--- src/rtl/rdg_pkg.sv ---
package rdg_pkg;

   // Derivative width and the widths that follow from it
   localparam int DERIV_BITS = 16;
   localparam int S_W        = DERIV_BITS + 1;   // sum and difference
   localparam int MAG_W      = DERIV_BITS + 1;   // magnitudes, both roots
   localparam int SQ_W       = 2 * MAG_W;        // one square, and the sum of two
   localparam int GAIN_W     = 16;               // Q8.8 register width
   localparam int SCL_A_W    = (DERIV_BITS > GAIN_W) ? DERIV_BITS : GAIN_W;
   localparam int PROD_W     = SCL_A_W + MAG_W;  // gain times root
   localparam int LAPP_W     = GAIN_W + MAG_W;   // scale_square times |s|
   localparam int LAPS_W     = LAPP_W + 1;

   // Square root pipeline: two result bits per stage
   localparam int RAD_NEED   = (SQ_W > PROD_W) ? SQ_W : PROD_W;
   localparam int SQ_RAD_W   = ((RAD_NEED + 3) / 4) * 4;
   localparam int SQ_ROOT_W  = SQ_RAD_W / 2;
   localparam int SQ_STAGES  = SQ_RAD_W / 4;
   localparam int SQ_REM_W   = SQ_ROOT_W + 4;

   // Result format
   localparam int OUT_W       = 24;
   localparam int FRAC_SHIFT  = 12;
   localparam logic [OUT_W-1:0] RIDGE_MAX = {OUT_W{1'b1}};
   localparam logic [OUT_W-1:0] LAP_MAX   = {1'b0, {(OUT_W-1){1'b1}}};
   localparam logic [OUT_W-1:0] LAP_MIN   = {1'b1, {(OUT_W-1){1'b0}}};
   localparam longint unsigned LAP_MIN_MAG = 64'd1 << (OUT_W - 1);
   localparam longint unsigned FRAC_ROUND  = (64'd1 << FRAC_SHIFT) - 64'd1;

   // Stream and register port widths
   localparam int REQ_DATA_W = ((3 * DERIV_BITS + 7) / 8) * 8;
   localparam int RSP_DATA_W = ((2 * OUT_W + 7) / 8) * 8;
   localparam int CSR_IDX_W  = 2;
   localparam int CSR_DATA_W = 16;

   typedef enum logic [CSR_IDX_W-1:0] {
      CSR_RIDGE_GAIN   = 2'd0,
      CSR_SCALE_SQUARE = 2'd1,
      CSR_BLOB_ENABLE  = 2'd2
   } csr_idx_type;

   typedef struct packed {
      logic [GAIN_W-1:0] ridge_gain;
      logic [GAIN_W-1:0] scale_square;
      logic              blob_enable;
   } cfg_type;

   // Per-item payload that rides beside the root pipelines
   typedef struct packed {
      logic [DERIV_BITS-1:0] s_pos;   // s when s >= 0, else zero
      logic [OUT_W-1:0]      lap;     // finished Laplacian result
   } side_type;

   typedef struct packed {
      logic [SQ_REM_W-1:0]  rem;
      logic [SQ_ROOT_W-1:0] root;
   } sq_type;

   // One restoring square-root step: bring down two radicand bits
   function automatic sq_type sq_step(sq_type cur, logic [1:0] pair);
      logic [SQ_REM_W-1:0] rem_sh;
      logic [SQ_REM_W-1:0] trial;
      sq_type              nxt;
      rem_sh = {cur.rem[SQ_REM_W-3:0], pair};
      trial  = {{(SQ_REM_W-SQ_ROOT_W-2){1'b0}}, cur.root, 2'b01};
      if (rem_sh >= trial) begin
         nxt.rem  = rem_sh - trial;
         nxt.root = {cur.root[SQ_ROOT_W-2:0], 1'b1};
      end else begin
         nxt.rem  = rem_sh;
         nxt.root = {cur.root[SQ_ROOT_W-2:0], 1'b0};
      end
      return nxt;
   endfunction

endpackage

--- src/rtl/rdg_scale.sv ---
module rdg_scale
   import rdg_pkg::*;
(
   input  logic               clock,
   input  logic               reset,
   input  logic               en,
   input  logic               in_valid,
   input  logic [SCL_A_W-1:0] in_gain,
   input  logic [MAG_W-1:0]   in_value,
   input  side_type           in_side,
   output logic               out_valid,
   output logic [PROD_W-1:0]  out_prod,
   output side_type           out_side
);

   logic              valid_ff;
   logic [PROD_W-1:0] prod_ff;
   side_type          side_ff;

   // Register the product; side payload moves along with it
   always_ff @(posedge clock) begin
      if (reset) begin
         valid_ff <= 1'b0;
      end else if (en) begin
         valid_ff <= in_valid;
      end
      if (en) begin
         prod_ff <= PROD_W'(in_gain) * PROD_W'(in_value);
         side_ff <= in_side;
      end
   end

   assign out_valid = valid_ff;
   assign out_prod  = prod_ff;
   assign out_side  = side_ff;

endmodule

--- config.mk ---
export PLATFORM = sky130hd
export DESIGN_NAME = rdg_scale
export DESIGN_NICKNAME = d
export VERILOG_FILES = /design/src/rtl/rdg_pkg.sv /design/src/rtl/rdg_scale.sv
export SDC_FILE = /design/constraint.sdc
export NUM_CORES = 1
export LEC_CHECK = 0
export BUFFER_PORTS_ARGS = -buffer_cell sky130_fd_sc_hd__clkbuf_2
export CAP_MARGIN = 20
export CORE_MARGIN = 5
export CORE_UTILIZATION = 40
export CTS_BUF_LIST = sky130_fd_sc_hd__clkbuf_16
export CTS_CLUSTER_SIZE = 24
export DETAILED_ROUTE_END_ITERATION = 8
export GPL_TIMING_DRIVEN = 0
export RECOVER_POWER = 25
export SLEW_MARGIN = 20
export SYNTH_ARGS = -nofsm -noshare
export SYNTH_HDL_FRONTEND = slang
export SYNTH_SLANG_ARGS = --single-unit
--- constraint.sdc ---
create_clock -name clock -period 11.4 [get_ports clock]
set_input_delay 1.14 -clock clock [delete_from_list [all_inputs] [get_ports clock]]
set_output_delay 1.14 -clock clock [all_outputs]
set_load 0.005 [all_outputs]
# --- After elaboration in Yosys (flattened, before gate mapping) ---
# Index checks and enable logic that the tools add are counted.
classes:
  n_addsub: 0
  mul: 1
  div: 0
  order_cmp: 0
  n_eq_ne: 0
  shift: 0
  n_mux: 0
  n_bitwise: 0
  n_reduce_logical: 0
ops:
  columns: ["op", "count"]
  rows:
  - ["multiplier 16 x 17 -> 33 bit", 1]
totals:
  regBits: 74
  latch_bits: 0
  ramBits: 0
  rom_bits: 0
  in_bits: 77
  output_inout_bits: 74
  mem_count: 0

# --- Depth between registers and ports, before layout ---
depth:
  depth_word: 1
  ltp_mapped: 23

# --- Least setup slack after synthesis ---
# OpenSTA, ideal clock, no wires.
synth_timing:
  path_type: "input to register"
  startpoint: "input in_value[7]"
  endpoint: "register prod_ff[24], in the netlist out_prod[24], data pin"
  t_arrival_ns: 6.249
  slack_ns: 4.883
  stages: 20
  path_buffers: 1
  cell_sequence: "clkbuf_1 nand2_1 fa_1 inv_1 fa_1 inv_1 fa_1 inv_1 fa_1 fa_1 inv_1 fa_1 inv_1 ha_1 and3_1 a221o_1 a21oi_2 a21oi_2 a311o_1 xor2_1"
synth_via:
  elab_chain_cells: 1
synth_rtl:
  columns: ["item", "line_no", "text"]
  rows:
  - ["from (decl)", "rdg_scale.sv:9", "input logic [MAG_W-1:0] in_value,"]
  - ["multiplier 16 x 17 -> 33 bit", "rdg_scale.sv:28", "prod_ff <= PROD_W'(in_gain) * PROD_W'(in_value);"]
  - ["to (signal assigned)", "rdg_scale.sv:28", null]
  - ["to (decl)", "rdg_scale.sv:17", "logic [PROD_W-1:0] prod_ff;"]
# Every way passes these cells.
# A chain may end at the register's enable or synchronous reset.

# --- Final worst setup path ---
layout_timing:
  startpoint: "input in_value[13]"
  endpoint: "register prod_ff[30], in the netlist out_prod[30], data pin"
# Same word-level chain as after synthesis.

==> impl_metrics.env <==
export IMPL_rows=61
export IMPL_crit_family="adder cells"
export IMPL_use_met3=0.0297
export IMPL_port_buffers=150
export IMPL_crit_required_ns=11.48
export IMPL_dieHeight_um=179
export IMPL_synth_compound_area_share=0.0580
export IMPL_period_share=0.627
export IMPL_synth_fa_ha_area_frac=0.480
export IMPL_cts_hold_buf=0
export IMPL_dieWidth_um=179
export IMPL_crit_path_end_kind="register"
export IMPL_worst_hold_path_type="register to register"
export IMPL_post_dp_cell_area_um2=12700
export IMPL_ys_seq_area_frac=0.194
export IMPL_slew_violations=36
export IMPL_finalHoldViolations=0
export IMPL_setup_viol=0
export IMPL_n_antenna_cell=0
export IMPL_cts_tree="done"
export IMPL_final_area_um2=13000
export IMPL_first_pass_iters=5
export IMPL_antenna_found_initial=0
export IMPL_via_per_inst=4.90
export IMPL_first_iter_violations=494
export IMPL_cp_slowest_cell="fa_1"
export IMPL_synth_xor_area_share=0.0215
export IMPL_critPathBufInv=6
export IMPL_layout_commonest_cell="inv_1"
export IMPL_syn_nets=1531
export IMPL_drc=0
export IMPL_arrival_ns=7.22
export IMPL_core_area_um2=27900
export IMPL_grtUsageMet1=0.229
export IMPL_ios=151
export IMPL_synth_top_family_by_area="adder cells"
export IMPL_synth_area_um2=11400
export IMPL_start_util=0.408
export IMPL_finalSetupTns_ns=0
export IMPL_synthMuxAreaShare=0.00263
export IMPL_fin_crit_ns=7.15
export IMPL_synth_top_cell_area_share=0.365
export IMPL_synth_area_leaders="fa_1, edfxtp_1, ha_1, inv_1, and2_1"
export IMPL_gr_usage_all_layers=0.181
export IMPL_drive_above_1_share=0.135
export IMPL_gp_congestion=0.909
export IMPL_post_dp_hpwl_mm=23.9
export IMPL_max_freq_mhz=140
export IMPL_wl_per_cell_um=16.7
export IMPL_syn_to_final_growth_pct=13.7
export IMPL_status="complete, but fails checks"
export IMPL_ant_nets=0
export IMPL_grt_pass1_wl_mm=45.0
export IMPL_crit_chain="clkbuf_2 > clkbuf_1 > nand2_1 > fa_1 > fa_1 > inv_1 > fa_1 > fa_1 > inv_1 > fa_1 > fa_1 > inv_1 > ha_1 > clkbuf_1 > a21oi_1 > o21ai_0 > nor2_1 > a21oi_1 > a311oi_1 > o211a_1"
export IMPL_slowest_delay_ns=0.57
export IMPL_ys_seq_elements=74
export IMPL_ys_warn_count=0
export IMPL_finalClockSkew_ns=0
export IMPL_cts_buffer_depth=2
export IMPL_vias=8263
export IMPL_grt_setup_unrepaired="false"
export IMPL_grt_pass1_vias=8724
export IMPL_wl_mm=28.1
export IMPL_gr_total_overflow=0
export IMPL_slew_headroom=-0.352
export IMPL_nNetsFinal=1693
export IMPL_htreeDepth=3
export IMPL_ctsResizeCount=0
export IMPL_cts_buffers=9
export IMPL_path_max_fanout=10
export IMPL_cp_depth=20
export IMPL_clkSinkCount=74
export IMPL_crit_type="input port to register"
export IMPL_grt_max_degree=40
export IMPL_clk_latency_ns=0.32
export IMPL_r2r_cells=2
export IMPL_hold_depth=2
export IMPL_synth_top_area_cell="fa_1"
export IMPL_failed_checks="max-capacitance violations, max-slew violations"
export IMPL_dieArea_um2=32000
export IMPL_post_cts_setup_buffer_count=0
export IMPL_cts_root_buf="clkbuf_16"
export IMPL_tightest_slew_ns=2.03
export IMPL_path_clk_slew_ns=0.06
export IMPL_grt_busiest_layer="met2"
export IMPL_grt_use_met2=0.325
export IMPL_timing_hold_ws_ns=0.507
export IMPL_cp_start_kind="input port"
export IMPL_path_common_cell="fa_1"
export IMPL_cap_violations=1
export IMPL_avgSynthCellArea_um2=10.0
export IMPL_yosysUniqueCellTypes=49
export IMPL_syn_inst=1141
export IMPL_synth_simple_gate_area_frac=0.153
export IMPL_layout_common_cells="inv_1, fa_1, nand2_1, clkbuf_2, and2_1"
-- stage by stage --
step | std cells | setup WS, ns | utilization
floorplan | 1141 | 4.88 | -
global placement | 1669 | 3.98 | 0.452
detailed placement | 1670 | 3.98 | 0.453
CTS | 1686 | 4.32 | 0.464
global route | 1686 | 4.00 | 0.464
finish | 1686 | 4.25 | 0.464
-- final cells by class --
cell class / instances / area (um2)
Tap cell: 378 / 473
Multi-Input combinational cell: 794 / 8160
Clock buffer: 9 / 225
Timing Repair Buffer: 151 / 767
Buffer: 41 / 164
Fill cell: 2848 / 15000
Clock inverter: 7 / 95.1
Inverter: 232 / 871
Sequential cell: 74 / 2210
-- sequential cells by signal (all words and copies together), names as in the netlist --
signal     count
out_side      40
out_prod      33
out_valid      1
-- kinds of logic after synthesis --
kind of cell	count (synthesis)
simple gates	357
fa+ha+maj	313
buf+inv	273
compound gates	93
flops	74
xor+xnor	28
mux	3
-- Yosys cell counts, drive strengths merged --
cell	instances
fa	208
a311oi	2
a31oi	5
buf	2
a21boi	3
nand3	7
dfxtp	1
o31a	1
nor3b	1
o41ai	1
mux2i	3
a21o	19
or3b	1
a2111oi	1
inv	232
a211oi	2
o21bai	2
nor2	30
nand3b	1
o21ai	10
o211ai	2
and2	129
o221ai	1
ha	105
a21oi	31
xor2	8
a311o	1
and3	2
nand4	6
o31ai	1
xnor2	20
edfxtp	73
nand2	166
o211a	1
clkbuf	39
nor4	1
a221o	3
o21a	5
a31o	1
nor2b	6
o2111ai	1
nor3	5
nand4b	2
-- worst min-delay path, delay by kind of cell, from the launching register on --
kind          cells  cell delay (ns)
flops             1             0.32
simple gates      1             0.08
mux               1             0.06
-- metal layers --
layer | up-vias | share of wire | wire length, um
met2 | 220 | 0.52 | 14700
li1 | 3841 | - | -
met3 | 37 | 0.058 | 1620
met5 | - | 0 | 0
met4 | 0 | 0.020 | 549
met1 | 4165 | 0.40 | 11200
-- worst paths after layout --
path / startpoint / slack [ns] / to
max reg2reg: out_valid / 10.82 / out_valid
min: out_valid / 0.51 / out_valid
min reg2reg: out_valid / 0.51 / out_valid
max: in_value[13] / 4.25 / out_prod[30]
Power is not shown: default switching activity piles up to over one toggle a cycle in this logic, so the estimate is an artifact.
