--- config.mk ---
export PLATFORM = sky130hd
export DESIGN_NAME = rdg_csr
export DESIGN_NICKNAME = d
export VERILOG_FILES = /design/src/rtl/rdg_pkg.sv /design/src/rtl/rdg_csr.sv
export SDC_FILE = /design/constraint.sdc
export NUM_CORES = 1
export LEC_CHECK = 0
export ABC_CLOCK_PERIOD_IN_PS = 2050
export BUFFER_PORTS_ARGS = -buffer_cell sky130_fd_sc_hd__buf_2
export CORE_AREA = 5 5 59 61
export DETAILED_ROUTE_END_ITERATION = 10
export DIE_AREA = 0 0 64 66
export PLACE_DENSITY = 0.86
export REMOVE_ABC_BUFFERS = 1
export SYNTH_ARGS = -nofsm -noshare
export SYNTH_HDL_FRONTEND = slang
export SYNTH_SLANG_ARGS = --single-unit
--- constraint.sdc ---
create_clock -name clock -period 2.05 [get_ports clock]
set_input_delay 0.205 -clock clock [delete_from_list [all_inputs] [get_ports clock]]
set_output_delay 0.205 -clock clock [all_outputs]
set_load 0.01 [all_outputs]
--- src/rtl/rdg_pkg.sv ---
package rdg_pkg;

   // Derivative width and the widths that follow from it
   localparam int DERIV_BITS = 16;
   localparam int S_W        = DERIV_BITS + 1;   // sum and difference
   localparam int MAG_W      = DERIV_BITS + 1;   // magnitudes, both roots
   localparam int SQ_W       = 2 * MAG_W;        // one square, and the sum of two
   localparam int GAIN_W     = 16;               // Q8.8 register width
   localparam int SCL_A_W    = (DERIV_BITS > GAIN_W) ? DERIV_BITS : GAIN_W;
   localparam int PROD_W     = SCL_A_W + MAG_W;  // gain times root
   localparam int LAPP_W     = GAIN_W + MAG_W;   // scale_square times |s|
   localparam int LAPS_W     = LAPP_W + 1;

   // Square root pipeline: two result bits per stage
   localparam int RAD_NEED   = (SQ_W > PROD_W) ? SQ_W : PROD_W;
   localparam int SQ_RAD_W   = ((RAD_NEED + 3) / 4) * 4;
   localparam int SQ_ROOT_W  = SQ_RAD_W / 2;
   localparam int SQ_STAGES  = SQ_RAD_W / 4;
   localparam int SQ_REM_W   = SQ_ROOT_W + 4;

   // Result format
   localparam int OUT_W       = 24;
   localparam int FRAC_SHIFT  = 12;
   localparam logic [OUT_W-1:0] RIDGE_MAX = {OUT_W{1'b1}};
   localparam logic [OUT_W-1:0] LAP_MAX   = {1'b0, {(OUT_W-1){1'b1}}};
   localparam logic [OUT_W-1:0] LAP_MIN   = {1'b1, {(OUT_W-1){1'b0}}};
   localparam longint unsigned LAP_MIN_MAG = 64'd1 << (OUT_W - 1);
   localparam longint unsigned FRAC_ROUND  = (64'd1 << FRAC_SHIFT) - 64'd1;

   // Stream and register port widths
   localparam int REQ_DATA_W = ((3 * DERIV_BITS + 7) / 8) * 8;
   localparam int RSP_DATA_W = ((2 * OUT_W + 7) / 8) * 8;
   localparam int CSR_IDX_W  = 2;
   localparam int CSR_DATA_W = 16;

   typedef enum logic [CSR_IDX_W-1:0] {
      CSR_RIDGE_GAIN   = 2'd0,
      CSR_SCALE_SQUARE = 2'd1,
      CSR_BLOB_ENABLE  = 2'd2
   } csr_idx_type;

   typedef struct packed {
      logic [GAIN_W-1:0] ridge_gain;
      logic [GAIN_W-1:0] scale_square;
      logic              blob_enable;
   } cfg_type;

   // Per-item payload that rides beside the root pipelines
   typedef struct packed {
      logic [DERIV_BITS-1:0] s_pos;   // s when s >= 0, else zero
      logic [OUT_W-1:0]      lap;     // finished Laplacian result
   } side_type;

   typedef struct packed {
      logic [SQ_REM_W-1:0]  rem;
      logic [SQ_ROOT_W-1:0] root;
   } sq_type;

   // One restoring square-root step: bring down two radicand bits
   function automatic sq_type sq_step(sq_type cur, logic [1:0] pair);
      logic [SQ_REM_W-1:0] rem_sh;
      logic [SQ_REM_W-1:0] trial;
      sq_type              nxt;
      rem_sh = {cur.rem[SQ_REM_W-3:0], pair};
      trial  = {{(SQ_REM_W-SQ_ROOT_W-2){1'b0}}, cur.root, 2'b01};
      if (rem_sh >= trial) begin
         nxt.rem  = rem_sh - trial;
         nxt.root = {cur.root[SQ_ROOT_W-2:0], 1'b1};
      end else begin
         nxt.rem  = rem_sh;
         nxt.root = {cur.root[SQ_ROOT_W-2:0], 1'b0};
      end
      return nxt;
   endfunction

endpackage

--- src/rtl/rdg_csr.sv ---
module rdg_csr
   import rdg_pkg::*;
(
   input  logic                  clock,
   input  logic                  reset,
   input  logic                  csr_valid,
   output logic                  csr_ready,
   input  logic [CSR_IDX_W-1:0]  csr_index,
   input  logic [CSR_DATA_W-1:0] csr_data,
   output cfg_type               cfg
);

   cfg_type cfg_ff;
   cfg_type cfg_in;

   assign csr_ready = 1'b1;
   assign cfg       = cfg_ff;

   // Decode the register index; unknown indexes leave everything as is
   always_comb begin
      cfg_in = cfg_ff;
      if (csr_valid) begin
         unique case (csr_index)
            CSR_RIDGE_GAIN:   cfg_in.ridge_gain   = csr_data[GAIN_W-1:0];
            CSR_SCALE_SQUARE: cfg_in.scale_square = csr_data[GAIN_W-1:0];
            CSR_BLOB_ENABLE:  cfg_in.blob_enable  = csr_data[0];
            default:          cfg_in = cfg_ff;
         endcase
      end
   end

   always_ff @(posedge clock) begin
      if (reset) begin
         cfg_ff.ridge_gain   <= GAIN_W'(256);
         cfg_ff.scale_square <= GAIN_W'(256);
         cfg_ff.blob_enable  <= 1'b0;
      end else begin
         cfg_ff <= cfg_in;
      end
   end

endmodule

Word-level counts from Yosys, hierarchy flattened --
Index checks and enable logic that the tools add are counted.
Word-level totals: word-level logic and storage cells 9, RAM bits 0, latch bits 0, bits in read-only memories 0, register bits 33, memories 0, output and inout port bits 34
Operators by class: order comparisons 0, reduce and logical (&&, ||, !) cells 4, divide/modulo/power cells 0, mux-type cells 0, $add $sub $neg 0, shifts and indexed selects 0, multiply operators 0, bitwise gates (word level) 0, eq/ne operators 2
Operator list (count):
- 2-bit AND reduction | 3
- 2-bit by 1-bit == test with 1-bit output (second input constant) | 1
- 2-bit == test (second input constant) | 1
- 2-bit logical NOT | 1

Depth between registers and ports, before layout --
depth in word-level cells 2, gate-level depth with buffers 4

Worst setup path before layout --
OpenSTA, ideal clock, no wires.
path kind in2reg, start in csr_index[0], end reg cfg_ff, in the netlist cfg[26], buffers on the path 1, arrival 0.825 ns, required time 1.932 ns, library setup time 0.118 ns, stages on the path 3, path slack 1.107 ns, cells stage by stage or3b_1 buf_6 mux2i_1
On the way: word-level cells in the longest chain between the ends 2
RTL lines:
- start: declaration | RTL line rdg_csr.sv:8 | input logic [CSR_IDX_W-1:0] csr_index,
- 2-bit logical NOT | RTL line rdg_csr.sv:23 | unique case (csr_index)
- 2-bit AND reduction (no line)
- end signal: assignment | RTL line rdg_csr.sv:38 | cfg_ff <= cfg_in;
- end: declaration | RTL line rdg_csr.sv:13 | cfg_type cfg_ff;
No other way between the ends. A chain may end at the register's enable or synchronous reset.

Worst setup path in the final report --
start reg cfg_ff, in the netlist cfg[4], end out cfg[4] (netlist bit)
RTL lines:
- end: declaration | RTL line rdg_csr.sv:10 | output cfg_type cfg
No word-level cell between the ends.

==> impl_metrics.json <==
{
  "status": "complete, no violations",
  "comb_power_share_pct": 11.1,
  "synth_top_family_by_area": "simple AND/OR/NAND/NOR gates",
  "top_ff_cell_synth": "sky130_fd_sc_hd__dfxtp_1",
  "timing.critical_path.slowest_cell_delay_ns": 0.36,
  "antenna_cells": 0,
  "final_net_count": 203,
  "required_ns": 1.85,
  "grt-ovfl-total": 0,
  "whs_ns": 0.1450,
  "p_sw_mw": 0.2846,
  "timing.final.hold_violations": 0,
  "clock_tree.root_cell": "sky130_fd_sc_hd__clkbuf_4",
  "path_clk_slew_ns": 0.10,
  "synth.yosys.seq_area_share_pct": 47.44,
  "first_global_vias": 1110,
  "grt_setup_unrepaired": "false",
  "worst_r2r_startpoint": "cfg[9]$_SDFFE_PP1P_",
  "r2r_end": "cfg[9]$_SDFFE_PP1P_",
  "utilization_after_layout_pct": 58.89,
  "route.antenna.remaining_nets": 0,
  "worst_hold_path.num_cells": 3,
  "placeableCoreArea_um2": 2928,
  "die_width_um": 64,
  "max_ffs_per_register": 33,
  "port-buffer-count": 53,
  "avgSynthCellArea_um2": 10.63,
  "p_leak_nw": 0.8647,
  "ys_top_cells_by_count": "46 x sky130_fd_sc_hd__nand2b_1, 33 x sky130_fd_sc_hd__dfxtp_1, 33 x sky130_fd_sc_hd__mux2i_1",
  "critPathLaunchType": "register",
  "routed_wirelength_mm": 2.809,
  "area_delta_synth_final_pct": 23.81,
  "wire_length_of_the_first_global_routing_pass_mm": 4.754,
  "clock_skew_ns": 0,
  "cts-resized-gates": 0,
  "clk_network_pwr_share_pct": 33.4,
  "hold_path_startpoint": "csr_data[8]",
  "placementRows": 20,
  "synthesis.instances": 131,
  "clock_tree.buffer_depth": 2,
  "end_point_of_the_worst_hold_path": "cfg[25]$_SDFFE_PP1P_",
  "synthSimpleGateAreaFrac_pct": 24.80,
  "number_of_antenna_violations_at_the_first_check_in_global_routing": 0,
  "synth-edff-count": 0,
  "route.detailed.vias_per_inst": 4.856,
  "synth.most_common_cell": "sky130_fd_sc_hd__nand2b_1",
  "detailedRoute.firstIterationViolations": 40,
  "place.detailed.hpwl_mm": 2.118,
  "cts_made_buffers": 5,
  "synth.area.mux_share_pct": 23.72,
  "final.fill_count": 260,
  "detail_route.drc_violations": 0,
  "vias": 1049,
  "dieArea_um2": 4224,
  "cp.arrival_ns": 0.83,
  "critical_path.max_fanout": 2,
  "vdd_ir_drop_max_uv": 457.1,
  "max-cap-violations": 0,
  "achievable-frequency_mhz": 965.4,
  "path_class": "reg2out",
  "drive_gt1_share_pct": 34.97,
  "setup-violations-final": 0,
  "synth_cell_types": 13,
  "synth_compound_area_share_pct": 0,
  "final.period_utilization_pct": 50.53,
  "numClockSinks": 33,
  "power_dens_cells_nw_per_um2": 704.8,
  "final_sum_of_negative_setup_slack_ns": 0,
  "timing.critical_path.cells": "buf_2",
  "critical_path.n_buffers_inverters": 1,
  "finalMaxSlewViolations": 0,
  "kind_of_end_point_of_the_critical_path": "output pin",
  "timing.reg2reg.worst_path_depth": 2,
  "gp_congestion": 0.6973,
  "synth_top_cell_area_share_pct": 47.44,
  "design.portCount": 55,
  "initial_utilization_pct": 47.56,
  "postCtsSetupBuffers": 0,
  "global_route.usage.total_pct": 14.22,
  "timing_worst_slew_pin_value_ns": 0.6335,
  "maxSlewHeadroom_pct": 57.64,
  "fraction_of_the_mapped_netlist_area_in_adder_cells_pct": 0,
  "holdBufCountCts": 0,
  "insertion_delay_ns": 0.33,
  "crit_path_max_delay_family": "flip-flops",
  "synthesis.yosys.warnings": 0,
  "cts.htree.levels": 2,
  "dieHeight_um": 66,
  "synth-async-reset-ratio_pct": 0,
  "worst_hold_path_type": "in2reg",
  "worst_path_max_delay_cell": "sky130_fd_sc_hd__dfxtp_1",
  "netlist_area_um2": 1393,
  "synth-seq-cells": 33,
  "drt_pass1_iterations": 4,
  "grt_start_max_net_pins": 50,
  "power.sequential.fraction_pct": 55.5,
  "post_drt_wl_per_cell_um": 13.00,
  "cts_tree": "done",
  "p_sw_share_pct": 23.42,
  "synth_area_leaders": "sky130_fd_sc_hd__dfxtp_1 47%, sky130_fd_sc_hd__mux2i_1 24%, sky130_fd_sc_hd__nand2b_1 21%",
  "synth_top_area_cell": "sky130_fd_sc_hd__dfxtp_1",
  "intPower_mw": 0.9305,
  "worst-r2r-setup-slack_ns": 1.39,
  "final.min_clock_period_ns": 1.036,
  "synthXorXnorAreaFrac_pct": 0
}
final cells by class:
class | count | area [µm²] | area share [%]
multi-input combinational | 88 | 679.4 | 39.41
timing repair buffer | 54 | 272.8 | 15.82
clock inverter | 1 | 5.005 | 0.2903
sequential | 33 | 660.6 | 38.32
tap | 33 | 41.29 | 2.395
clock buffer | 7 | 65.06 | 3.774
cell usage in the layout, fill, tap and decap left out:
| cell | count |
|---|---|
| sky130_fd_sc_hd__nand3b_1 | 2 |
| sky130_fd_sc_hd__buf_4 | 1 |
| sky130_fd_sc_hd__or3b_1 | 1 |
| sky130_fd_sc_hd__and3b_2 | 1 |
| sky130_fd_sc_hd__buf_2 | 53 |
| sky130_fd_sc_hd__clkbuf_4 | 5 |
| sky130_fd_sc_hd__nor3b_2 | 1 |
| sky130_fd_sc_hd__mux2i_1 | 33 |
| sky130_fd_sc_hd__clkbuf_8 | 2 |
| sky130_fd_sc_hd__clkinv_2 | 1 |
| sky130_fd_sc_hd__dfxtp_1 | 33 |
| sky130_fd_sc_hd__nand2b_1 | 46 |
| sky130_fd_sc_hd__conb_1 | 1 |
| sky130_fd_sc_hd__nor2_1 | 3 |
layer usage:
metal  vias to the layer above  routed length, µm  global-route usage, %
met3                         4                300                  6.973
met2                        46               1257                  23.99
met5                         -                  0                      0
met4                         0                 27                  3.117
li1                        525                  -                      -
met1                       474               1224                  16.08
worst max-delay path by stage:
stage | startpoint | endpoint | slack [ns] | cells past startpoint
5_1_grt | cfg[4]$_SDFFE_PP0P_ | cfg[4] | 0.94 | 1
2_1_floorplan | csr_index[0] | cfg[17]$_SDFFE_PP0P_ | 0.89 | 2
3_3_place_gp | csr_index[1] | cfg[4]$_SDFFE_PP0P_ | 0.82 | 3
4_1_cts | cfg[4]$_SDFFE_PP0P_ | cfg[4] | 0.99 | 1
3_5_place_dp | csr_index[1] | cfg[9]$_SDFFE_PP1P_ | 0.76 | 3
6_report | cfg[4]$_SDFFE_PP0P_ | cfg[4] | 1.01 | 1
kinds of logic after synthesis:
| logic type | count (synthesis) |
|---|---|
| buffers and inverters | 10 |
| and+or+nand+nor | 54 |
| other | 1 |
| DFF | 33 |
| muxes | 33 |
per-stage QoR:
| step | worst slack, ns | total power [mW] | instance area (µm²) | instances |
|---|---|---|---|---|
| after floorplan | 0.8879 | 0.7620 | 1340 | 121 |
| after global placement | 0.8220 | 0.8204 | 1654 | 208 |
| after detailed placement | 0.7597 | 0.8263 | 1654 | 208 |
| after CTS | 0.9900 | 1.239 | 1724 | 216 |
| after global routing | 0.9442 | 1.287 | 1724 | 216 |
| final | 1.014 | 1.215 | 1724 | 216 |
power groups by stage:
stage	sequential [mW]	clock (mW)	combinational [mW]
2_1_floorplan	0.700	0	0.0621
3_5_place_dp	0.690	0	0.137
5_1_grt	0.679	0.461	0.148
6_report	0.675	0.406	0.134
3_3_place_gp	0.688	0	0.132
4_1_cts	0.675	0.427	0.137
(Power assumes the default switching activity.)
