[src/rtl/rdg_pkg.sv]
package rdg_pkg;

   // Derivative width and the widths that follow from it
   localparam int DERIV_BITS = 16;
   localparam int S_W        = DERIV_BITS + 1;   // sum and difference
   localparam int MAG_W      = DERIV_BITS + 1;   // magnitudes, both roots
   localparam int SQ_W       = 2 * MAG_W;        // one square, and the sum of two
   localparam int GAIN_W     = 16;               // Q8.8 register width
   localparam int SCL_A_W    = (DERIV_BITS > GAIN_W) ? DERIV_BITS : GAIN_W;
   localparam int PROD_W     = SCL_A_W + MAG_W;  // gain times root
   localparam int LAPP_W     = GAIN_W + MAG_W;   // scale_square times |s|
   localparam int LAPS_W     = LAPP_W + 1;

   // Square root pipeline: two result bits per stage
   localparam int RAD_NEED   = (SQ_W > PROD_W) ? SQ_W : PROD_W;
   localparam int SQ_RAD_W   = ((RAD_NEED + 3) / 4) * 4;
   localparam int SQ_ROOT_W  = SQ_RAD_W / 2;
   localparam int SQ_STAGES  = SQ_RAD_W / 4;
   localparam int SQ_REM_W   = SQ_ROOT_W + 4;

   // Result format
   localparam int OUT_W       = 24;
   localparam int FRAC_SHIFT  = 12;
   localparam logic [OUT_W-1:0] RIDGE_MAX = {OUT_W{1'b1}};
   localparam logic [OUT_W-1:0] LAP_MAX   = {1'b0, {(OUT_W-1){1'b1}}};
   localparam logic [OUT_W-1:0] LAP_MIN   = {1'b1, {(OUT_W-1){1'b0}}};
   localparam longint unsigned LAP_MIN_MAG = 64'd1 << (OUT_W - 1);
   localparam longint unsigned FRAC_ROUND  = (64'd1 << FRAC_SHIFT) - 64'd1;

   // Stream and register port widths
   localparam int REQ_DATA_W = ((3 * DERIV_BITS + 7) / 8) * 8;
   localparam int RSP_DATA_W = ((2 * OUT_W + 7) / 8) * 8;
   localparam int CSR_IDX_W  = 2;
   localparam int CSR_DATA_W = 16;

   typedef enum logic [CSR_IDX_W-1:0] {
      CSR_RIDGE_GAIN   = 2'd0,
      CSR_SCALE_SQUARE = 2'd1,
      CSR_BLOB_ENABLE  = 2'd2
   } csr_idx_type;

   typedef struct packed {
      logic [GAIN_W-1:0] ridge_gain;
      logic [GAIN_W-1:0] scale_square;
      logic              blob_enable;
   } cfg_type;

   // Per-item payload that rides beside the root pipelines
   typedef struct packed {
      logic [DERIV_BITS-1:0] s_pos;   // s when s >= 0, else zero
      logic [OUT_W-1:0]      lap;     // finished Laplacian result
   } side_type;

   typedef struct packed {
      logic [SQ_REM_W-1:0]  rem;
      logic [SQ_ROOT_W-1:0] root;
   } sq_type;

   // One restoring square-root step: bring down two radicand bits
   function automatic sq_type sq_step(sq_type cur, logic [1:0] pair);
      logic [SQ_REM_W-1:0] rem_sh;
      logic [SQ_REM_W-1:0] trial;
      sq_type              nxt;
      rem_sh = {cur.rem[SQ_REM_W-3:0], pair};
      trial  = {{(SQ_REM_W-SQ_ROOT_W-2){1'b0}}, cur.root, 2'b01};
      if (rem_sh >= trial) begin
         nxt.rem  = rem_sh - trial;
         nxt.root = {cur.root[SQ_ROOT_W-2:0], 1'b1};
      end else begin
         nxt.rem  = rem_sh;
         nxt.root = {cur.root[SQ_ROOT_W-2:0], 1'b0};
      end
      return nxt;
   endfunction

endpackage

[src/rtl/rdg_sqrt.sv]
module rdg_sqrt
   import rdg_pkg::*;
(
   input  logic                clock,
   input  logic                reset,
   input  logic                en,
   input  logic                in_valid,
   input  logic [SQ_RAD_W-1:0] in_rad,
   input  side_type            in_side,
   output logic                out_valid,
   output logic [MAG_W-1:0]    out_root,
   output side_type            out_side
);

   logic [SQ_STAGES-1:0] valid_ff;
   logic [SQ_RAD_W-1:0]  rad_ff  [SQ_STAGES];
   sq_type               acc_ff  [SQ_STAGES];
   side_type             side_ff [SQ_STAGES];

   // Each stage settles two root bits from the top four radicand bits
   for (genvar g = 0; g < SQ_STAGES; g++) begin : g_stage
      logic                prev_valid;
      logic [SQ_RAD_W-1:0] prev_rad;
      sq_type              prev_acc;
      side_type            prev_side;
      sq_type              mid;
      sq_type              acc_in;
      logic [SQ_RAD_W-1:0] rad_in;

      if (g == 0) begin : g_head
         assign prev_valid = in_valid;
         assign prev_rad   = in_rad;
         assign prev_acc   = '0;
         assign prev_side  = in_side;
      end else begin : g_tail
         assign prev_valid = valid_ff[g-1];
         assign prev_rad   = rad_ff[g-1];
         assign prev_acc   = acc_ff[g-1];
         assign prev_side  = side_ff[g-1];
      end

      always_comb begin
         mid    = sq_step(prev_acc, prev_rad[SQ_RAD_W-1:SQ_RAD_W-2]);
         acc_in = sq_step(mid, prev_rad[SQ_RAD_W-3:SQ_RAD_W-4]);
         rad_in = {prev_rad[SQ_RAD_W-5:0], 4'b0000};
      end

      always_ff @(posedge clock) begin
         if (reset) begin
            valid_ff[g] <= 1'b0;
         end else if (en) begin
            valid_ff[g] <= prev_valid;
         end
         if (en) begin
            rad_ff[g]  <= rad_in;
            acc_ff[g]  <= acc_in;
            side_ff[g] <= prev_side;
         end
      end
   end

   assign out_valid = valid_ff[SQ_STAGES-1];
   assign out_root  = acc_ff[SQ_STAGES-1].root[MAG_W-1:0];
   assign out_side  = side_ff[SQ_STAGES-1];

endmodule

[config.mk]
export PLATFORM = sky130hd
export DESIGN_NAME = rdg_sqrt
export DESIGN_NICKNAME = d
export VERILOG_FILES = /design/src/rtl/rdg_pkg.sv /design/src/rtl/rdg_sqrt.sv
export SDC_FILE = /design/constraint.sdc
export NUM_CORES = 1
export LEC_CHECK = 0
export ABC_AREA = 1
export BUFFER_PORTS_ARGS = -buffer_cell sky130_fd_sc_hd__buf_2
export CORE_ASPECT_RATIO = 1.2
export CORE_MARGIN = 8
export CORE_UTILIZATION = 35
export CTS_BUF_LIST = sky130_fd_sc_hd__clkbuf_4 sky130_fd_sc_hd__clkbuf_8
export DETAILED_ROUTE_END_ITERATION = 7
export GPL_ROUTABILITY_DRIVEN = 0
export GPL_TIMING_DRIVEN = 0
export PLACE_DENSITY = 0.54
export SKIP_LAST_GASP = 1
export SLEW_MARGIN = 20
export SYNTH_ARGS = -nofsm -noshare
export SYNTH_HDL_FRONTEND = slang
export SYNTH_SLANG_ARGS = --single-unit
[constraint.sdc]
create_clock -name clock -period 7.5 [get_ports clock]
set_input_delay 0.75 -clock clock [delete_from_list [all_inputs] [get_ports clock]]
set_output_delay 0.75 -clock clock [all_outputs]
set_load 0.005 [all_outputs]
Word level (Yosys, flattened, before mapping). Memory sizes are Yosys's and may differ from the RTL's. Cells that the tools add are included. Widths: inputs -> output; s select.

Bits in read-only memories: 0. Word-level logic and storage cells: 68. Flip-flop bits (word level): 9. Latch bits: 0. RAM bits: 1008. Memories kept: 3. Output and inout port bits: 58. Input bits: 80.

Memory list: acc_ff (depth 9, bits a word 40, read ports 9, clocked after memory_dff 0, wr ports 9, line rdg_sqrt.sv:17) `sq_type acc_ff [SQ_STAGES];`; side_ff (depth 9, bits a word 40, read ports 9, clocked after memory_dff 0, wr ports 9, line rdg_sqrt.sv:18) `side_type side_ff [SQ_STAGES];`; rad_ff (depth 9, bits a word 32, read ports 8, clocked after memory_dff 0, wr ports 9, line rdg_sqrt.sv:16) `logic [SQ_RAD_W-1:0] rad_ff [SQ_STAGES];`.

$mul: 0. Muxes and demuxes: 20. Bitwise gates (word level): 0. Reduce and logical (&&, ||, !) cells: 0. Shift operators: 0. Equal/unequal tests: 0. Magnitude comparators: 18. Divide/modulo/power cells: 0. Add/sub/neg operators: 18.

Operators by type and width (count): $ge 22x20->1 (17); $mux 40 (9); $mux 38 (9); $sub 22x20->22 (9); $sub 20x20->20 (8); $sub 2x1->3 const B (1); $ge 2x1->1 const B (1); $mux 1 (2).

Longest topological paths before layout. An unclocked memory read counts as a cell.

Word-level depth: 5. Mapped depth: 28. Mapped depth without buffers: 27.

Least setup slack after synthesis. Ideal clock, no wire load.

Path kind: reg2reg. From: mem acc_ff[2][41] (netlist bit). To: mem acc_ff[3][37] (netlist bit) (data pin). Arrival: 3.355 ns. Cell stages (with the launch flop): 25. Setup slack: 3.896 ns. Period minus slack after synthesis: 3.604 ns. Setup time: 0.249 ns. Required time: 7.251 ns. Path buffers: 3. Cells stage by stage: edfxtp_1 > inv_1 > ha_1 > buf_2 > a21oi_1 > nand2_1 > nand2_1 > nand2_1 > nand2_1 > nand3_2 > buf_6 > inv_1 > clkbuf_1 > nand2_1 > o21ai_0 > ha_1 > a21oi_1 > o21ai_0 > a21oi_1 > o21ai_0 > a21oi_1 > nand2_1 > xor2_1 > nand2_1 > inv_1.

RTL lines (line): start, declared (rdg_sqrt.sv:17).

==> flow_summary.yaml <==
layout:
  multi_input_area_sq_um: 14200
  fin_area_sq_um: 44900
  drive_above_1_share_pct: 12.4
  final_cell_mix: "nand2_1 (1050), edfxtp_1 (742), inv_1 (468)"
  area_growth_pct: 15.8
  fill_cells: 10800
  layout_commonest_cell: "nand2_1"
  ff_latch_area_sq_um: 22500
  final_nets: 4526
logic_synthesis:
  ys_types: 62
  synth_simple_gate_area_share_pct: 20.5
  ys_seq_area_share_pct: 57.9
  synth_seq_cells: 751
  synth_xor_area_share_pct: 3.34
  synth-adder-area-share_pct: 6.00
  synth_compound_area_share_pct: 6.70
  synth_top_family_by_area: "simple AND/OR/NAND/NOR gates"
  async_flop_share_pct: 0
  netlist_top_cells_area: "edfxtp_1 (57%), nand2_1 (10%), ha_1 (6.0%)"
  yosysWarnings: 0
  yosys-mux-area-fraction_pct: 0.0258
  yosys.area.top_type_share_pct: 57.4
  synth_largest_area_cell: "edfxtp_1"
  synthesis.area_sq_um: 38800
  synth-edff-count: 742
  synthFlopType: "edfxtp_1"
  avgSynthCellArea_sq_um: 9.92
  syn_inst: 3910
timing:
  max_slew_margin_pct: 55.0
  finalSetupViolCount: 0
  rsz0062_at_grt: "false"
  period_needed_ns: 5.05
  fin_ws_ns: 2.45
  slew_viol_final: 0
  tns_ns: 0
  fin_hold_ws_ns: 0.129
  hold_violations: 0
  clock_skew_ns: 0.0351
  worstMarginPinSlew_ns: 0.667
  max_clock_freq_mhz: 198
  fin_crit_sh_pct: 67.3
global_routing:
  grt_pass1_wl_microns: 140000
  grt_max_degree: 104
  antenna_found_initial: 2
  grt_usage_pct: 14.2
  grt_pass1_vias: 27600
  grt.overflow.total: 0
place:
  place_area_sq_um: 41500
  place_ws_ns: 2.55
  port_buffers: 136
  dp_hpwl_microns: 65500
critical_path:
  cpMaxStageDelayCell: "clkbuf_1"
  end_kind: "flip-flop"
  cp_common_cell: "nand2_1"
  critPathMaxFanout: 10
  arrival_ns: 5.60
  ff2ff_setup_slack_ns: 2.45
  r2r_end: "acc_ff[3][69]$_DFFE_PP_"
  worst_path_largest_cell_delay_ns: 0.44
  reg2reg_depth: 24
  path_cells: "inv_1, ha_1, nand2_1, nor2_1, nand3_1, nor2_1, nor2_1, nand2_2, inv_2, clkbuf_1, o21ai_0, ha_1, nand2_1, nor4_1, nand3_1, nor2_1, nand2_1, nand2_1, nor2_1, nand2_2, inv_4, buf_6, nand2_1, nand2_1"
  crit_type: "flip-flop to flip-flop"
  rr_startpoint: "acc_ff[3][5]$_DFFE_PP_"
  worstPathRequired_ns: 8.06
  crit_path_start_kind: "flip-flop"
power:
  vdd.ir_drop.worst_mv: 0.198
  p_seq_share_pct: 41.1
  power.leakage_nw: 19.1
  p_clk_share_pct: 29.5
  power.internal_w: 0.00869
  combPwrFrac_pct: 29.5
  power_w: 0.0133
  p_per_area_nw_per_um2: 295
  power.switching_w: 0.00457
  p_sw_share_pct: 34.5
hold_path:
  hp-class: "input pin to flip-flop"
  hold_end: "side_ff[0][4]$_DFFE_PP_"
  worstHoldStart: "in_side[4]"
  whs_path_depth: 1
clock_network:
  cts_resized: 0
  cts_sinks: 751
  cts_buffer_depth: 3
  root_buffer: "clkbuf_8"
  htreeDepth: 4
  cts_made_buffers: 133
  cts_tree: "built"
  clkLatencyLatePin_ns: 0.84
  path_clk_slew_ns: 0.06
detailed_routing:
  met1_length_microns: 35100
  drt_wl_total_microns: 87700
  drcViolationCount: 0
  wl_per_cell_microns: 15.1
  dr_wl_met2_microns: 45300
  vias: 27600
  highest_layer: "met4"
  drt-pass1-iter-count: 6
  route.met3.wl_microns: 3380
  postRouteAntennaNets: 0
  drt_iter0_markers: 1562
  avgViaCountPerCell: 4.76
status:
  outcome: "finished, final reports clean"
floorplanning:
  ios: 138
  dieWidth_microns: 320
  start_util_pct: 35.1
  die_h_microns: 381
  fp.coreArea_sq_um: 111000
  rows: 134
  die_area_sq_um: 122000
job:
  max_cap_violations: 0
## power by group through the flow
| stage | Combinational [W] | Clock (W) | Sequential [W] |
|---|---|---|---|
| 6_report | 0.00391 | 0.00391 | 0.00545 |
| 5_1_grt | 0.00445 | 0.00426 | 0.00549 |
| 4_1_cts | 0.00390 | 0.00411 | 0.00545 |
| 3_5_place_dp | 0.00385 | 0 | 0.00554 |
| 3_3_place_gp | 0.00382 | 0 | 0.00563 |
| 2_1_floorplan | 0.00289 | 0 | 0.00543 |
## worst max-delay path by stage
stage                     slack [ns]               startpoint                                 end
after global placement         -6.56                       en  g_stage[3].prev_valid$_SDFFE_PP0P_
after floorplan                 3.90  acc_ff[2][41]$_DFFE_PP_             acc_ff[3][37]$_DFFE_PP_
after CTS                       2.52   acc_ff[3][5]$_DFFE_PP_             acc_ff[3][69]$_DFFE_PP_
after global routing            2.23  acc_ff[3][13]$_DFFE_PP_             acc_ff[3][67]$_DFFE_PP_
after detailed placement        2.55   acc_ff[3][5]$_DFFE_PP_             acc_ff[3][69]$_DFFE_PP_
final                           2.45   acc_ff[3][5]$_DFFE_PP_             acc_ff[3][69]$_DFFE_PP_
## area by class of cell
cell class	count	area share, %
Antenna cell	2	0.0111
Buffer	39	0.624
Clock buffer	176	4.83
Clock inverter	62	1.30
Inverter	492	4.12
Multi-Input combinational cell	2629	31.6
Sequential cell	751	50.0
Tap cell	1428	3.98
Timing Repair Buffer	214	3.55
## cells in the mapped netlist, drive strengths merged (2+ instances only)
master / instances
nor2: 327
nand4: 66
inv: 491
a31oi: 9
a21o: 9
nand2: 1088
nor3b: 7
and2: 3
o21bai: 18
o211ai: 4
clkbuf: 14
a21oi: 211
xor2: 97
buf: 25
xnor2: 50
o2111ai: 2
a31o: 4
nor3: 44
nand3: 259
nor4: 5
nand3b: 10
edfxtp: 742
o21ai: 191
dfxtp: 9
o21a: 8
a211oi: 5
or2: 17
ha: 186
## stage by stage
stage | utilization (%) | cells
2_1_floorplan | - | 3911
5_1_grt | 40.6 | 5793
3_5_place_dp | 37.5 | 5482
6_report | 40.6 | 5793
3_3_place_gp | 37.3 | 5475
4_1_cts | 40.6 | 5791
## flip-flops by register name (all words and copies together) (netlist names)
register            cells
acc_ff                238
g_stage.prev_valid      8
out_valid               1
rad_ff                144
side_ff               360
## what timing repair did
item                                   4_1_cts  5_1_grt
endpoints found under the hold margin       71        0
buffers inserted                             0        0
hold buffers                                71        0
## critical path: cells and delay by family (launching register included)
kind	cells	cell delay, ns
AOI/OAI and AO/OA	1	0.22
adders and majority gates	2	0.77
buffers and inverters	5	1.01
DFF	1	0.41
and+or+nand+nor	16	2.38
## per-layer routing
layer,global-route usage [%],vias up
li1,-,14000
met4,7.29,0
met5,0,-
met2,25.8,572
met3,2.77,236
met1,15.6,12700
## cells by family after synthesis
logic type	count (synthesis)
adder cells (fa/ha/maj)	186
AND/OR/NAND/NOR	1827
flip-flops	751
other	1
XOR/XNOR	147
multiplexers	1
buffers and inverters	531
AO/OA/AOI/OAI	466
No activity file was read; power rests on OpenSTA's default activity.
