===== src/rtl/rdg_pkg.sv =====
package rdg_pkg;

   // Derivative width and the widths that follow from it
   localparam int DERIV_BITS = 16;
   localparam int S_W        = DERIV_BITS + 1;   // sum and difference
   localparam int MAG_W      = DERIV_BITS + 1;   // magnitudes, both roots
   localparam int SQ_W       = 2 * MAG_W;        // one square, and the sum of two
   localparam int GAIN_W     = 16;               // Q8.8 register width
   localparam int SCL_A_W    = (DERIV_BITS > GAIN_W) ? DERIV_BITS : GAIN_W;
   localparam int PROD_W     = SCL_A_W + MAG_W;  // gain times root
   localparam int LAPP_W     = GAIN_W + MAG_W;   // scale_square times |s|
   localparam int LAPS_W     = LAPP_W + 1;

   // Square root pipeline: two result bits per stage
   localparam int RAD_NEED   = (SQ_W > PROD_W) ? SQ_W : PROD_W;
   localparam int SQ_RAD_W   = ((RAD_NEED + 3) / 4) * 4;
   localparam int SQ_ROOT_W  = SQ_RAD_W / 2;
   localparam int SQ_STAGES  = SQ_RAD_W / 4;
   localparam int SQ_REM_W   = SQ_ROOT_W + 4;

   // Result format
   localparam int OUT_W       = 24;
   localparam int FRAC_SHIFT  = 12;
   localparam logic [OUT_W-1:0] RIDGE_MAX = {OUT_W{1'b1}};
   localparam logic [OUT_W-1:0] LAP_MAX   = {1'b0, {(OUT_W-1){1'b1}}};
   localparam logic [OUT_W-1:0] LAP_MIN   = {1'b1, {(OUT_W-1){1'b0}}};
   localparam longint unsigned LAP_MIN_MAG = 64'd1 << (OUT_W - 1);
   localparam longint unsigned FRAC_ROUND  = (64'd1 << FRAC_SHIFT) - 64'd1;

   // Stream and register port widths
   localparam int REQ_DATA_W = ((3 * DERIV_BITS + 7) / 8) * 8;
   localparam int RSP_DATA_W = ((2 * OUT_W + 7) / 8) * 8;
   localparam int CSR_IDX_W  = 2;
   localparam int CSR_DATA_W = 16;

   typedef enum logic [CSR_IDX_W-1:0] {
      CSR_RIDGE_GAIN   = 2'd0,
      CSR_SCALE_SQUARE = 2'd1,
      CSR_BLOB_ENABLE  = 2'd2
   } csr_idx_type;

   typedef struct packed {
      logic [GAIN_W-1:0] ridge_gain;
      logic [GAIN_W-1:0] scale_square;
      logic              blob_enable;
   } cfg_type;

   // Per-item payload that rides beside the root pipelines
   typedef struct packed {
      logic [DERIV_BITS-1:0] s_pos;   // s when s >= 0, else zero
      logic [OUT_W-1:0]      lap;     // finished Laplacian result
   } side_type;

   typedef struct packed {
      logic [SQ_REM_W-1:0]  rem;
      logic [SQ_ROOT_W-1:0] root;
   } sq_type;

   // One restoring square-root step: bring down two radicand bits
   function automatic sq_type sq_step(sq_type cur, logic [1:0] pair);
      logic [SQ_REM_W-1:0] rem_sh;
      logic [SQ_REM_W-1:0] trial;
      sq_type              nxt;
      rem_sh = {cur.rem[SQ_REM_W-3:0], pair};
      trial  = {{(SQ_REM_W-SQ_ROOT_W-2){1'b0}}, cur.root, 2'b01};
      if (rem_sh >= trial) begin
         nxt.rem  = rem_sh - trial;
         nxt.root = {cur.root[SQ_ROOT_W-2:0], 1'b1};
      end else begin
         nxt.rem  = rem_sh;
         nxt.root = {cur.root[SQ_ROOT_W-2:0], 1'b0};
      end
      return nxt;
   endfunction

endpackage


===== src/rtl/rdg_front.sv =====
module rdg_front
   import rdg_pkg::*;
(
   input  logic                  clock,
   input  logic                  reset,
   input  logic                  en,
   input  cfg_type               cfg,
   input  logic                  in_valid,
   input  logic [DERIV_BITS-1:0] deriv_xx,
   input  logic [DERIV_BITS-1:0] deriv_yy,
   input  logic [DERIV_BITS-1:0] deriv_xy,
   output logic                  out_valid,
   output logic [SQ_RAD_W-1:0]   out_rad,
   output side_type              out_side
);

   // Stage 1: sum, difference, magnitudes
   logic [2:0]       valid_ff;
   logic [S_W-1:0]   s_ff;
   logic [MAG_W-1:0] ad_ff;
   logic [MAG_W-1:0] axy2_ff;
   logic [S_W-1:0]   s_in;
   logic [S_W-1:0]   d_in;
   logic [S_W-1:0]   xy_ext;
   logic [MAG_W-1:0] ad_in;
   logic [MAG_W-1:0] axy_mag;
   logic [MAG_W-1:0] axy2_in;

   always_comb begin
      s_in    = {deriv_xx[DERIV_BITS-1], deriv_xx} + {deriv_yy[DERIV_BITS-1], deriv_yy};
      d_in    = {deriv_xx[DERIV_BITS-1], deriv_xx} - {deriv_yy[DERIV_BITS-1], deriv_yy};
      xy_ext  = {deriv_xy[DERIV_BITS-1], deriv_xy};
      ad_in   = d_in[S_W-1] ? (S_W'(0) - d_in) : d_in;
      axy_mag = xy_ext[S_W-1] ? (S_W'(0) - xy_ext) : xy_ext;
      axy2_in = {axy_mag[MAG_W-2:0], 1'b0};
   end

   // Stage 2: the two squares and the Laplacian product
   logic [SQ_W-1:0]       sqd_ff;
   logic [SQ_W-1:0]       sqx_ff;
   logic [LAPP_W-1:0]     lapp_ff;
   logic                  neg_ff;
   logic [DERIV_BITS-1:0] spos_ff;
   logic                  neg_in;
   logic [MAG_W-1:0]      smag_in;
   logic [DERIV_BITS-1:0] spos_in;

   always_comb begin
      neg_in  = s_ff[S_W-1];
      smag_in = neg_in ? (S_W'(0) - s_ff) : s_ff;
      spos_in = neg_in ? '0 : s_ff[DERIV_BITS-1:0];
   end

   // Stage 3: radicand and the finished Laplacian result
   logic [SQ_RAD_W-1:0]   rad_ff;
   side_type              side_ff;
   logic [SQ_RAD_W-1:0]   rad_in;
   logic [LAPS_W-1:0]     lap_sum;
   logic [LAPS_W-1:0]     lap_q;
   longint unsigned       lap_mag;
   logic [OUT_W-1:0]      lap_in;

   always_comb begin
      rad_in  = SQ_RAD_W'(sqd_ff) + SQ_RAD_W'(sqx_ff);
      // Negative sums round toward minus infinity: add the fraction mask first
      lap_sum = LAPS_W'(lapp_ff) + (neg_ff ? LAPS_W'(FRAC_ROUND) : LAPS_W'(0));
      lap_q   = lap_sum >> FRAC_SHIFT;
      lap_mag = 64'(lap_q);
      if (!cfg.blob_enable) begin
         lap_in = '0;
      end else if (!neg_ff) begin
         lap_in = (lap_mag > 64'(LAP_MAX)) ? LAP_MAX : lap_mag[OUT_W-1:0];
      end else begin
         lap_in = (lap_mag > LAP_MIN_MAG) ? LAP_MIN : (OUT_W'(0) - lap_mag[OUT_W-1:0]);
      end
   end

   always_ff @(posedge clock) begin
      if (reset) begin
         valid_ff <= '0;
      end else if (en) begin
         valid_ff <= {valid_ff[1:0], in_valid};
      end
      if (en) begin
         s_ff          <= s_in;
         ad_ff         <= ad_in;
         axy2_ff       <= axy2_in;
         sqd_ff        <= SQ_W'(ad_ff) * SQ_W'(ad_ff);
         sqx_ff        <= SQ_W'(axy2_ff) * SQ_W'(axy2_ff);
         lapp_ff       <= LAPP_W'(cfg.scale_square) * LAPP_W'(smag_in);
         neg_ff        <= neg_in;
         spos_ff       <= spos_in;
         rad_ff        <= rad_in;
         side_ff.s_pos <= spos_ff;
         side_ff.lap   <= lap_in;
      end
   end

   assign out_valid = valid_ff[2];
   assign out_rad   = rad_ff;
   assign out_side  = side_ff;

endmodule


===== config.mk =====
export PLATFORM = sky130hd
export DESIGN_NAME = rdg_front
export DESIGN_NICKNAME = d
export VERILOG_FILES = /design/src/rtl/rdg_pkg.sv /design/src/rtl/rdg_front.sv
export SDC_FILE = /design/constraint.sdc
export NUM_CORES = 2
export LEC_CHECK = 0
export BUFFER_PORTS_ARGS = -buffer_cell sky130_fd_sc_hd__buf_2
export CAP_MARGIN = 25
export CORE_MARGIN = 2
export CORE_UTILIZATION = 25
export DETAILED_ROUTE_END_ITERATION = 16
export SLEW_MARGIN = 5
export SYNTH_ARGS = -nofsm -noshare
export SYNTH_HDL_FRONTEND = slang
export SYNTH_SLANG_ARGS = --single-unit

===== constraint.sdc =====
create_clock -name clock -period 9.1 [get_ports clock]
set_clock_uncertainty 0.05 [all_clocks]
set_input_delay 0.455 -clock clock [delete_from_list [all_inputs] [get_ports clock]]
set_output_delay 0.455 -clock clock [all_outputs]
set_load 0.02 [all_outputs]

# Yosys cells after proc, flatten, opt, wreduce, memory -nomap -nowiden
# Index checks and enable logic that the tools add are counted.
# word_totals
romBits,0
latchBits,0
n_memories,0
ff_bits,247
ramBits,0
# op_classes
mux,7
n_mul,3
order_cmp,2
addsub,8
shifts,0
n_reduce_logical,0
n_eq_ne,0
n_bitwise,0
div,0
# op_table
operator,n
24-bit two-way mux,2
34-bit by 34-bit adder with 35-bit output,1
33-bit by 12-bit adder with 34-bit output,1
17-bit by 17-bit multiplier with 34-bit output,1
1-bit by 17-bit subtractor with 17-bit output (first input constant),2
16-bit by 17-bit multiplier with 33-bit output,1
16-bit by 16-bit multiplier with 32-bit output,1
22-bit by 24-bit > comparator with 1-bit output (second input constant),1
22-bit by 23-bit > comparator with 1-bit output (second input constant),1
23-bit two-way mux,1
1-bit by 22-bit subtractor with 23-bit output (first input constant),1
16-bit by 16-bit adder with 17-bit output,1
17-bit two-way mux,1
16-bit by 16-bit subtractor with 17-bit output,1
16-bit two-way mux,1
1-bit by 16-bit subtractor with 16-bit output (first input constant),1
15-bit two-way mux,1
12-bit two-way mux,1

# Longest topological paths before layout
# depth
ltp_word,5
depth_mapped,29

# Least setup slack after synthesis
# No wires, ideal clock.
# synth_timing
kind,reg-to-reg
from,register s_ff[4]
to,"register lapp_ff[20], data pin"
setup_ps,279
stages_incl_launch_ff,25
t_arrival_ps,7556
period_less_slack_ps,7885
setup_slack_ps,1215
path_cell_list,edfxtp_1 > or4_1 > or3_1 > o31ai_1 > xnor2_1 > clkbuf_1 > nand2_1 > fa_1 > fa_1 > fa_1 > fa_1 > inv_1 > fa_1 > inv_1 > fa_1 > inv_1 > ha_1 > a21o_1 > or2_2 > a21oi_1 > o21ai_0 > a31o_2 > a21oi_1 > nor3_1 > or4b_2
# synth_via
elab_chain_len,3
# synth_rtl
item,line,source
from (decl),rdg_front.sv:19,logic [S_W-1:0] s_ff;
from (signal assigned),rdg_front.sv:85,s_ff <= s_in;
1-bit by 17-bit subtractor with 17-bit output,rdg_front.sv:50,smag_in = neg_in ? (S_W'(0) - s_ff) : s_ff;
17-bit two-way mux (*),rdg_front.sv:50,
16-bit by 17-bit multiplier with 33-bit output (*),rdg_front.sv:90,lapp_ff <= LAPP_W'(cfg.scale_square) * LAPP_W'(smag_in);
to (signal assigned),rdg_front.sv:90,
to (decl),rdg_front.sv:41,logic [LAPP_W-1:0] lapp_ff;
# Mark *: on every way between the ends. The rest lies on a longest branch, timed or not.
# A chain may end at the register's enable or synchronous reset.

# Worst setup path in the final report
# Same ends and word-level chain as after synthesis.

==> results.cfg <==
[floorplanning]
die_height_um = 390.4
initial_core_utilization_pct = 25.21
placement_rows = 141
placeableCoreArea_mm2 = 0.1480
die-width_um = 390.4
pin_count = 162
design.die.area_mm2 = 0.1524

[global_routing]
first_global_vias = 27670
globalRoute.totalOverflow = 0
global_route.peak_usage_layer = met2
gr_util_met2_pct = 20.93
grt_util_met1_pct = 14.36
grt_antenna_before_repair = 4
grt_util_met3_pct = 1.047
grt_start_max_net_pins = 97
grt_pass1_wl_um = 143000
grtUsageTotal_pct = 11.49

[setup_path]
critical_path_arrival_ps = 8450
crit_path_start_kind = flop
cp_cell_sequence = or4_1 -> or3_1 -> o31ai_1 -> xnor2_1 -> buf_4 -> and2_1 -> fa_1 -> inv_1 -> fa_1 -> fa_1 -> inv_1 -> fa_1 -> fa_1 -> inv_1 -> fa_1 -> inv_1 -> ha_1 -> a2111oi_0 -> o21ai_0 -> a31o_2 -> a21oi_1 -> nor3_1 -> or4b_2
required_ps = 9390
setup_crit_end_kind = flop
worst_path_max_delay_cell = sky130_fd_sc_hd__or4b_2
timing.setup.critical_path_class = reg2reg
critPathMostFrequentCell = sky130_fd_sc_hd__fa_1
critical_path_peak_fanout = 15
critical_path.max_stage_delay_ps = 670

[clock_tree]
cts_resized = 0
clock-sinks = 239
ctsHtreeMaxLevel = 1
cts_max_path_buffers = 3
clk_transition_reported_paths_ps = 60
root_buffer = sky130_fd_sc_hd__clkbuf_16
clk-insertion-delay-late_ps = 610
cts-buffers-inserted = 30
tritoncts = done

[placed_design]
post-dp-hpwl_um = 70630
placed_cells_incl_taps = 5874
numPortBuffers = 143
dp_slack_ps = 995.3
globalplace.congestion = 0.8196

[yosys]
yosys_warnings = 0
cell_area_synth_mm2 = 0.03732
postSynth.topFlopCell = sky130_fd_sc_hd__edfxtp_1
syn_area_per_cell_um2 = 9.597
postSynthRegisterBits = 239
synth_sequential_area_ratio_pct = 19.15
synth_edf_count = 236
yosysUniqueCellTypes = 87
postSynth.asyncResetShare_pct = 0
synthesis.instances = 3889

[layout]
layout.cells.most_common = sky130_fd_sc_hd__inv_1
seq_area_mm2 = 0.007147
filler_cell_count = 15520
multi_input_area_mm2 = 0.02662
growth_of_design_area_from_synthesis_to_finish_pct = 10.74
final-instance-count-excl-fill = 5934
mostFrequentLayoutCells = sky130_fd_sc_hd__inv_1 (827), sky130_fd_sc_hd__fa_1 (567), sky130_fd_sc_hd__ha_1 (391), sky130_fd_sc_hd__nand2_1 (362), sky130_fd_sc_hd__and2_1 (252)
finalNetCount = 5022
post_route_cells_drive_above_1_share_pct = 6.397

[drt]
remaining_drc_errors = 0
post_dr_wirelength_cell_um = 14.62
detail_route.iter0.violations = 1382
totalWireLength_um = 86770
drtPass1Iterations = 5
num_vias = 26490
avgViaCountPerCell = 4.464
postRouteAntennaNets = 0

[sta]
timing.final.crit_period_ps = 8164
worstMarginPinSlew_ps = 955.1
final-setup-viol-count = 0
finalSetupTns_ps = 0
timing.slew.headroom_pct = 35.87
max_clock_freq_mhz = 122.5
final-hold-violation-count = 0
slew_violations = 0
rsz0062_at_grt = false
post-route-period-util_pct = 89.71
final_worst_setup_slack_ps = 936.5

[job]
maxCapViolations = 0

[status]
run_status = completed

[hold_path]
path_class_of_the_lowest_slack_min_delay_path = in2reg
==> worst paths after layout <==
kind                             startpoint            to  slack [ps]  depth (start not counted)
worst min register to register  spos_ff[13]  out_side[37]         370                          0
worst max-delay path                s_ff[4]   lapp_ff[20]         940                         23
worst min-delay path            deriv_xy[0]    axy2_ff[1]          50                          1
worst max register to register      s_ff[4]   lapp_ff[20]         940                         23
==> Yosys cell counts, types with 23 or more instances <==
cell | number | area (um2)
sky130_fd_sc_hd__inv_1 | 827 | 3104
sky130_fd_sc_hd__nor2_1 | 167 | 626.9
sky130_fd_sc_hd__a211oi_1 | 25 | 187.7
sky130_fd_sc_hd__nand3_1 | 47 | 235.2
sky130_fd_sc_hd__nand2b_1 | 29 | 181.4
sky130_fd_sc_hd__clkbuf_1 | 102 | 382.9
sky130_fd_sc_hd__edfxtp_1 | 236 | 7087
sky130_fd_sc_hd__fa_1 | 567 | 11350
sky130_fd_sc_hd__xor2_1 | 50 | 437.9
sky130_fd_sc_hd__xnor2_1 | 144 | 1261
sky130_fd_sc_hd__a21o_1 | 42 | 315.3
sky130_fd_sc_hd__o21ai_0 | 81 | 405.4
sky130_fd_sc_hd__and2_1 | 252 | 1577
sky130_fd_sc_hd__a31oi_1 | 29 | 181.4
sky130_fd_sc_hd__and3_1 | 23 | 143.9
sky130_fd_sc_hd__nand2_1 | 362 | 1359
sky130_fd_sc_hd__or3_1 | 23 | 143.9
sky130_fd_sc_hd__nor2b_1 | 43 | 269.0
sky130_fd_sc_hd__a21oi_1 | 127 | 635.6
sky130_fd_sc_hd__nor3_1 | 49 | 245.2
sky130_fd_sc_hd__ha_1 | 391 | 4892
==> worst max-delay path: cells and delay by family, from the launching register on <==
family                     cells  cell delay (ps)
AOI/OAI and AO/OA              5             1490
xor gates and xnor gates       1              250
adders and majority gates      7             3140
buffers and inverters          5              540
DFF                            1              460
and+or+nand+nor                5             1940
==> layer usage <==
metal | routed length, um | share of wire, %
met2 | 44410 | 51
met3 | 3389 | 3.9
met1 | 36770 | 42
met4 | 2190 | 2.5
met5 | 13 | 0.015
==> kinds of logic after synthesis <==
logic type	count (synthesis)	synth area share (%)
and+or+nand+nor	1078	14.56
AOI/OAI and AO/OA	460	8.184
xor gates and xnor gates	194	4.553
DFF	239	19.15
muxes	16	0.4526
adders and majority gates	958	43.52
other	1	0.01005
buffers and inverters	943	9.568
==> registers in the layout, indices dropped and copies added, names as in the netlist <==
register  flops
sqx_ff       31
ad_ff        16
valid_ff      3
sqd_ff       33
lapp_ff      33
neg_ff        1
spos_ff      16
out_rad      34
axy2_ff      16
s_ff         17
out_side     39
==> stage by stage <==
step	utilization [%]	hold slack (ps)	cell area, um2
floorplan	-	350.3	37320
global placement	27.17	356.9	40210
detailed placement	27.17	354.5	40210
CTS	27.91	1.298	41310
global route	27.92	30.57	41320
finish	27.92	46.01	41330
==> final cells by class <==
type                            count  share of cell area, %
Tap cell                         1930                  5.843
Multi-Input combinational cell   2708                  64.41
Timing Repair Buffer              172                  2.307
Clock inverter                     23                 0.7266
Inverter                          828                  7.520
Clock buffer                       32                  1.886
Sequential cell                   239                  17.29
Antenna cell                        2                0.01211
==> what timing repair did <==
action	4_1_cts	5_1_grt
setup buffers	0	0
hold buffers	2	0
endpoints found under the hold margin	3	0
Power is not shown: default switching activity piles up to over one toggle a cycle in this logic, so the estimate is an artifact.
